<file path="config.mk">
export PLATFORM = sky130hd
export DESIGN_NAME = serial_frame_deframer
export DESIGN_NICKNAME = d
export VERILOG_FILES = /design/src/hdl/sfd_pkg.sv /design/src/hdl/sfd_parser.sv /design/src/hdl/sfd_out_reg.sv /design/src/hdl/serial_frame_deframer.sv
export VERILOG_INCLUDE_DIRS = /design/src /design/src/hdl
export SDC_FILE = /design/constraint.sdc
export NUM_CORES = 1
export LEC_CHECK = 0
export ABC_AREA = 1
export BUFFER_PORTS_ARGS = -buffer_cell sky130_fd_sc_hd__buf_2
export CAP_MARGIN = 15
export CELL_PAD_IN_SITES_DETAIL_PLACEMENT = 0
export CELL_PAD_IN_SITES_GLOBAL_PLACEMENT = 1
export CORE_MARGIN = 5
export CORE_UTILIZATION = 40
export CTS_CLUSTER_DIAMETER = 80
export DETAILED_ROUTE_END_ITERATION = 7
export HOLD_SLACK_MARGIN = 0.15
export PLACE_DENSITY = 0.87
export SLEW_MARGIN = 20
export SYNTH_ARGS = -nofsm -noshare
export SYNTH_HDL_FRONTEND = slang
export SYNTH_HIERARCHICAL = 1
export SYNTH_SLANG_ARGS = --single-unit
</file>
<file path="constraint.sdc">
create_clock -name clk -period 4.6 [get_ports clk]
set_clock_uncertainty 0.2 [all_clocks]
set_input_delay 0.92 -clock clk [delete_from_list [all_inputs] [get_ports clk]]
set_output_delay 0.92 -clock clk [all_outputs]
set_load 0.01 [all_outputs]
</file>
<file path="src/hdl/serial_frame_deframer_macros.svh">
// Assertion macros for the deframer modules; only the parser uses them.
`ifndef SERIAL_FRAME_DEFRAMER_MACROS_SVH
`define SERIAL_FRAME_DEFRAMER_MACROS_SVH

// Same-cycle implication, disabled during reset.
`define SFD_ASSERT_NOW(label, clk, rst, ante, cons, msg) \
  label: assert property (@(posedge clk) disable iff (rst) (ante) |-> (cons)) \
    else $error(msg);

// Next-cycle implication, disabled during reset.
`define SFD_ASSERT_NEXT(label, clk, rst, ante, cons, msg) \
  label: assert property (@(posedge clk) disable iff (rst) (ante) |=> (cons)) \
    else $error(msg);

`endif

</file>
<file path="src/hdl/sfd_pkg.sv">
// Types and constants shared by the serial frame deframer modules.
package sfd_pkg;

  localparam int unsigned NUM_SYNC    = 4;
  localparam int unsigned COUNT_BYTES = 2;
  localparam int unsigned WORD_BYTES  = 4;
  localparam int unsigned CFG_IDX_W   = $clog2(NUM_SYNC);

  localparam logic [CFG_IDX_W-1:0] CFG_SYNC_FIRST  = 2'd0;
  localparam logic [CFG_IDX_W-1:0] CFG_SYNC_SECOND = 2'd1;
  localparam logic [CFG_IDX_W-1:0] CFG_SYNC_THIRD  = 2'd2;
  localparam logic [CFG_IDX_W-1:0] CFG_SYNC_FOURTH = 2'd3;

  localparam logic MODE_BYTE    = 1'b0;
  localparam logic MODE_RELEASE = 1'b1;

  typedef enum logic [2:0] {
    PH_HUNT    = 3'd0,
    PH_SYNC1   = 3'd1,
    PH_SYNC2   = 3'd2,
    PH_SYNC3   = 3'd3,
    PH_PURPOSE = 3'd4,
    PH_OPCODE  = 3'd5,
    PH_COUNT   = 3'd6,
    PH_PAYLOAD = 3'd7
  } phase_t;

  typedef enum logic [1:0] {
    EV_NONE      = 2'd0,
    EV_DELIVERED = 2'd1,
    EV_DROPPED   = 2'd2
  } event_t;

  typedef logic [NUM_SYNC-1:0][7:0] sync_bytes_t;

  typedef struct packed {
    logic        word_valid;
    logic [31:0] payload_word;
    logic [15:0] word_index;
    event_t      frame_event;
    logic [7:0]  frame_purpose;
    logic [7:0]  frame_opcode;
    logic [15:0] frame_words;
  } result_t;

endpackage

</file>
<file path="src/hdl/sfd_parser.sv">
// Frame parser: phase machine, byte assembly and per-item result.
`include "serial_frame_deframer_macros.svh"

module sfd_parser (
  input  logic                clk,
  input  logic                rst,
  input  logic                step,
  input  logic                mode,
  input  logic [7:0]          rx_byte,
  input  sfd_pkg::sync_bytes_t sync,
  output sfd_pkg::result_t    res
);
  import sfd_pkg::*;

  phase_t      phase, phase_next;
  logic [1:0]  byte_cnt, byte_cnt_next;
  logic [23:0] shift, shift_next;
  logic [7:0]  purpose, purpose_next;
  logic [7:0]  opcode, opcode_next;
  logic [15:0] declared, declared_next;
  logic [15:0] received, received_next;
  logic        busy, busy_next;

  logic        sync_hit;
  logic        count_done;
  logic        word_done;
  logic [15:0] count_value;
  logic [15:0] received_inc;
  logic        finish;

  assign sync_hit     = (rx_byte == sync[phase[1:0]]);
  assign count_value  = {rx_byte, shift[23:16]};
  assign count_done   = (byte_cnt == 2'(COUNT_BYTES - 1));
  assign word_done    = (byte_cnt == 2'(WORD_BYTES - 1));
  assign received_inc = received + 16'd1;
  assign finish = (mode == MODE_BYTE) &&
                  (((phase == PH_COUNT) && count_done && (count_value == 16'd0)) ||
                   ((phase == PH_PAYLOAD) && word_done && (received_inc == declared)));

  // Next phase
  always_comb begin
    phase_next = phase;
    if (mode == MODE_BYTE) begin
      unique case (phase)
        PH_HUNT, PH_SYNC1, PH_SYNC2: phase_next = sync_hit ? phase_t'(phase + 3'd1) : PH_HUNT;
        PH_SYNC3:   phase_next = sync_hit ? PH_PURPOSE : PH_HUNT;
        PH_PURPOSE: phase_next = PH_OPCODE;
        PH_OPCODE:  phase_next = PH_COUNT;
        PH_COUNT: begin
          if (count_done) phase_next = finish ? PH_HUNT : PH_PAYLOAD;
        end
        PH_PAYLOAD: begin
          if (finish) phase_next = PH_HUNT;
        end
        default:    phase_next = PH_HUNT;
      endcase
    end
  end

  // Datapath and result
  always_comb begin
    byte_cnt_next = byte_cnt;
    shift_next    = shift;
    purpose_next  = purpose;
    opcode_next   = opcode;
    declared_next = declared;
    received_next = received;
    busy_next     = busy;
    res.word_valid   = 1'b0;
    res.payload_word = 32'd0;
    res.word_index   = 16'd0;
    res.frame_event  = EV_NONE;
    if (mode == MODE_RELEASE) begin
      busy_next = 1'b0;
    end else begin
      unique case (phase)
        PH_SYNC3: begin
          if (sync_hit) begin
            declared_next = 16'd0;
            received_next = 16'd0;
          end
        end
        PH_PURPOSE: purpose_next = rx_byte;
        PH_OPCODE: begin
          opcode_next   = rx_byte;
          byte_cnt_next = 2'd0;
        end
        PH_COUNT: begin
          shift_next    = {rx_byte, shift[23:8]};
          byte_cnt_next = byte_cnt + 2'd1;
          if (count_done) begin
            declared_next = count_value;
            received_next = 16'd0;
            byte_cnt_next = 2'd0;
          end
        end
        PH_PAYLOAD: begin
          shift_next    = {rx_byte, shift[23:8]};
          byte_cnt_next = byte_cnt + 2'd1;
          if (word_done) begin
            res.word_valid   = 1'b1;
            res.payload_word = {rx_byte, shift};
            res.word_index   = received;
            received_next    = received_inc;
          end
        end
        default: begin
        end
      endcase
      if (finish) begin
        res.frame_event = busy ? EV_DROPPED : EV_DELIVERED;
        busy_next       = 1'b1;
      end
    end
    res.frame_purpose = purpose_next;
    res.frame_opcode  = opcode_next;
    res.frame_words   = declared_next;
  end

  always_ff @(posedge clk) begin
    if (rst) begin
      phase    <= PH_HUNT;
      byte_cnt <= 2'd0;
      purpose  <= 8'd0;
      opcode   <= 8'd0;
      declared <= 16'd0;
      received <= 16'd0;
      busy     <= 1'b0;
    end else if (step) begin
      phase    <= phase_next;
      byte_cnt <= byte_cnt_next;
      purpose  <= purpose_next;
      opcode   <= opcode_next;
      declared <= declared_next;
      received <= received_next;
      busy     <= busy_next;
    end
  end

  always_ff @(posedge clk) begin
    if (step) begin
      shift <= shift_next;
    end
  end

  `SFD_ASSERT_NEXT(a_event_to_hunt, clk, rst, step && (res.frame_event != EV_NONE), phase == PH_HUNT, "frame end did not return to hunting")
  `SFD_ASSERT_NEXT(a_deliver_sets_busy, clk, rst, step && (res.frame_event == EV_DELIVERED), busy, "delivered frame did not mark consumer busy")
  `SFD_ASSERT_NOW(a_word_in_payload, clk, rst, step && res.word_valid, (phase == PH_PAYLOAD) && word_done, "word emitted outside payload")
  `SFD_ASSERT_NEXT(a_release_clears, clk, rst, step && (mode == MODE_RELEASE), !busy, "release did not clear busy")

endmodule

</file>
<file path="src/hdl/sfd_out_reg.sv">
// Result register between the parser and the output channel.
module sfd_out_reg (
  input  logic             clk,
  input  logic             rst,
  input  logic             load,
  input  sfd_pkg::result_t res,
  input  logic             out_ready,
  output logic             out_valid,
  output logic             in_ready,
  output sfd_pkg::result_t res_q
);
  import sfd_pkg::*;

  logic out_valid_next;

  assign in_ready = !out_valid || out_ready;

  always_comb begin
    out_valid_next = out_valid;
    if (load) begin
      out_valid_next = 1'b1;
    end else if (out_ready) begin
      out_valid_next = 1'b0;
    end
  end

  always_ff @(posedge clk) begin
    if (rst) begin
      out_valid <= 1'b0;
    end else begin
      out_valid <= out_valid_next;
    end
  end

  always_ff @(posedge clk) begin
    if (load) begin
      res_q <= res;
    end
  end

endmodule

</file>
<file path="src/hdl/serial_frame_deframer.sv">
// Serial frame deframer top level: sync registers, parser and result register.
// Input channel (in_valid/in_ready) carries one item per handshake: mode 0 is a
// received byte in rx_byte, mode 1 is the consumer releasing its frame.
// Output channel (out_valid/out_ready) returns exactly one result per item:
// a completed payload word with its index, a frame event (delivered/dropped)
// and the held purpose, opcode and word count of the current frame.
// The four sync bytes are written through cfg_wen/cfg_index/cfg_data; the user
// must write them only while the block is idle, which the block does not enforce.
// The result of an item is registered and valid in the cycle after it is accepted.
// Throughput: one item per cycle while the receiver takes each result; the parser
// state update is a single short combinational step into the result register.
// When the receiver stalls, the result register holds and in_ready falls
// until the result is taken; an item is still taken in the cycle the
// waiting result leaves.
// Reset (rst, synchronous): parser hunts for the first sync byte, held frame
// fields and sync bytes clear to zero, consumer is not busy, output empty.
module serial_frame_deframer (
  input  logic                             clk,
  input  logic                             rst,
  input  logic                             cfg_wen,
  input  logic [sfd_pkg::CFG_IDX_W-1:0]    cfg_index,
  input  logic [7:0]                       cfg_data,
  input  logic                             in_valid,
  output logic                             in_ready,
  input  logic                             mode,
  input  logic [7:0]                       rx_byte,
  output logic                             out_valid,
  input  logic                             out_ready,
  output logic                             word_valid,
  output logic [31:0]                      payload_word,
  output logic [15:0]                      word_index,
  output logic [1:0]                       frame_event,
  output logic [7:0]                       frame_purpose,
  output logic [7:0]                       frame_opcode,
  output logic [15:0]                      frame_words
);
  import sfd_pkg::*;

  sync_bytes_t sync;
  result_t     res;
  result_t     res_q;
  logic        step;

  assign step = in_valid && in_ready;

  always_ff @(posedge clk) begin
    if (rst) begin
      sync <= '0;
    end else if (cfg_wen) begin
      unique case (cfg_index)
        CFG_SYNC_FIRST:  sync[0] <= cfg_data;
        CFG_SYNC_SECOND: sync[1] <= cfg_data;
        CFG_SYNC_THIRD:  sync[2] <= cfg_data;
        CFG_SYNC_FOURTH: sync[3] <= cfg_data;
        default: begin
        end
      endcase
    end
  end

  sfd_parser u_parser (
    .clk     (clk),
    .rst     (rst),
    .step    (step),
    .mode    (mode),
    .rx_byte (rx_byte),
    .sync    (sync),
    .res     (res)
  );

  sfd_out_reg u_out_reg (
    .clk       (clk),
    .rst       (rst),
    .load      (step),
    .res       (res),
    .out_ready (out_ready),
    .out_valid (out_valid),
    .in_ready  (in_ready),
    .res_q     (res_q)
  );

  assign word_valid    = res_q.word_valid;
  assign payload_word  = res_q.payload_word;
  assign word_index    = res_q.word_index;
  assign frame_event   = res_q.frame_event;
  assign frame_purpose = res_q.frame_purpose;
  assign frame_opcode  = res_q.frame_opcode;
  assign frame_words   = res_q.frame_words;

endmodule

</file>
==> out/summary.txt <==
Die ar. = 0.02569 mm²
Crit path launch type = register
Wire per inst = 14.94 µm
Longest Clk Path Bufs = 2
Crit Path Max Fanout = 13
Minimum clock period = 3.478 ns
Clock latency on the worst-skew pair = 0.45 ns
CTS tree = yes
RSZ-0062 raised after global routing = false
Routed Antenna Nets = 0
Pwr Total = 3857 µW
Root Driver = clkbuf_16
Core box area = 0.02243 mm²
R2r startpoint = u_parser/phase[1]$_SDFFE_PP0P_
Nets = 1200
Period utilisation layout = 75.61%
Peak VDD IR = 0.0002430 V
Seq/Total Area, Yosys = 54.84%
Syn Inst Count = 1073
Most frequent cells after synthesis = nand2_1, nor2_1, inv_1
Ports = 109
PortBufs = 108
Worst EP arrival = 3.62 ns
Post-CTS setup buffers = 0
Area leader, netlist = edfxtp_1
Cell Area, Synth = 0.009035 mm²
Tot GR Track Use = 16.88%
Yosys warning count = 6
Drt drc = 0
EDFF count, synth = 107
Fill cell count = 2224
Status = finished, final reports clean
First-pass GRT wire length = 34.77 mm
Most common cell in the netlist = nand2_1
Area Overhead vs Synth = 15.00%
Max-slew violation count = 0
Layout cells sized above 1 = 15.86%
Setup crit start = u_parser/phase[1]$_SDFFE_PP0P_
Largest net degree at the start of global routing = 75
Footprint of the multi-input gates = 0.003249 mm²
Synth top area share = 35.56%
Starting density of the core = 40.27%
WL final = 21.87 mm
Detailed Route Iter0 Violations = 483
Slew headroom = 30.50%
Via-per-instance ratio = 4.896
Max frequency = 287.5 MHz
Diode count = 0
Worst Setup EP = u_parser/phase[1]$_SDFFE_PP0P_
FF+latch count, synth = 194
Synth cell types = 37
Vias in the first global route = 6638
DR vias = 7168
Clock sink count = 194
Row Count = 55
Mapped Nets = 1107
Max_cap viols = 0
Critical Path End Type = register
Deepest level of the CTS H-tree = 4
Die width = 160.3 µm
PwrDens = 371.2 mW/mm²
Synth Flop Type = edfxtp_1
Sequential cell area = 0.004955 mm²
Gpl congestion = 0.8248
LEAKAGE = 0.004644 µW
Dominant cells by area after synthesis = edfxtp_1, dfxtp_1, nand2_1
Remaining Overflow, GRT = 0
DP Wirelength = 14.97 mm
FF-to-FF path depth = 17
Final WS setup = 1.122 ns
Fin. Hold Viols = 0
Die height = 160.3 µm
CTS Hold Bufs = 0
R2R Path End = u_parser/phase[1]$_SDFFE_PP0P_
Min-delay src = u_parser/shift[23]$_DFFE_PP_
Critical path type = reg2reg
Worst EP required = 4.74 ns
HP Class = reg2reg
CTS resizes = 0
Measured slew at the worst slew-check pin = 1.041 ns
Clock slew at reported path FFs = 0.09 ns
DP Worst Slack = 1.212 ns
TritonCTS buffer count = 17
Setup TNS = 0 ns
Synth async-reset ratio = 0%
R2r setup slk = 1.12 ns
Initial antenna violation count = 1
# setup viols final = 0
Mean Syn Cell Area = 8.420 µm²
DR pass1 iterations = 5
[metrics by stage]
step           cells  utilization, %  hold WS, ns  cell area [µm²]
2_1_floorplan   1073               -       0.2264             9039
4_1_cts         1464           46.31       0.2495            10390
3_3_place_gp    1432           43.50       0.2300             9759
3_5_place_dp    1432           43.50       0.2340             9759
6_report        1464           46.31       0.2453            10390
5_1_grt         1464           46.31       0.2664            10390
[layout by cell type (no fill, tap or decap), drive strengths merged]
cell type  instances
clkbuf            17
dfxtp             87
nor2             186
and2               1
nand2            247
o211ai            15
clkinvlp           2
o21ai             65
inv              164
nor4               2
a211oi             8
o22ai              1
clkinv             6
o2111ai            1
xor2              12
edfxtp           107
nor3               7
a21oi             46
ha                10
nand3             61
or2                1
xnor3              2
a22oi              1
buf              116
o21a               1
nand4             11
nor3b              2
[cells by family after synthesis]
group,share of synthesized area [%]
AND/OR/NAND/NOR,24.46
buffers and inverters,9.223
flip-flops,54.84
AO/OA/AOI/OAI,8.434
XOR/XNOR,1.662
adder cells (fa/ha/maj),1.385
[worst max-delay path, stage by stage (launching register included)]
cell,delay [ns]
dfxtp_1,0.71
ha_1,0.32
ha_1,0.51
nand2_1,0.20
a21oi_1,0.16
nand3_1,0.11
nor2_1,0.16
nand3_1,0.13
nor2_1,0.11
nand2_1,0.05
nor2_1,0.09
nand2_1,0.07
nand2_1,0.09
nand2_1,0.09
nand2_1,0.14
nand3_1,0.09
nor2_1,0.10
nor2_1,0.05
[final cells by class]
| cell class | count | area share [%] |
|---|---|---|
| inverter | 157 | 5.756 |
| clock buffer | 17 | 4.094 |
| multi-input combinational | 680 | 31.27 |
| timing repair buffer | 116 | 5.780 |
| sequential | 194 | 47.69 |
| clock inverter | 15 | 1.975 |
| tap | 285 | 3.432 |
[report_power, final]
group	internal, µW	total (µW)	switching [µW]
Combinational	121	359	238
Clock	758	1540	784
Sequential	1910	1960	44.1
[sequential cells by signal, indices dropped and copies added (netlist names), 3 cells and up]
| signal | cells |
|---|---|
| u_parser/received | 16 |
| u_parser/declared | 16 |
| u_parser/shift | 24 |
| u_parser/phase | 3 |
| u_parser/opcode | 8 |
| sync | 32 |
| u_out_reg/res_q | 83 |
| u_parser/purpose | 8 |
[worst min path at each step]
stage,end,slack [ns],cells after the start
floorplan,u_parser/shift[0]$_DFFE_PP_,0.23,0
global placement,u_parser/shift[5]$_DFFE_PP_,0.23,0
detailed placement,u_parser/shift[1]$_DFFE_PP_,0.23,0
CTS,u_parser/shift[15]$_DFFE_PP_,0.25,0
global route,u_parser/shift[15]$_DFFE_PP_,0.27,0
finish,u_parser/shift[15]$_DFFE_PP_,0.25,0
[routing by layer]
metal	global-route usage, %	up-vias	part of all wire (%)
li1	-	3621	-
met4	4.576	2	1.4
met3	3.849	27	5.5
met2	27.92	194	47
met5	0	-	0.059
met1	22.47	3324	46
No activity file was read; power rests on OpenSTA's default activity.
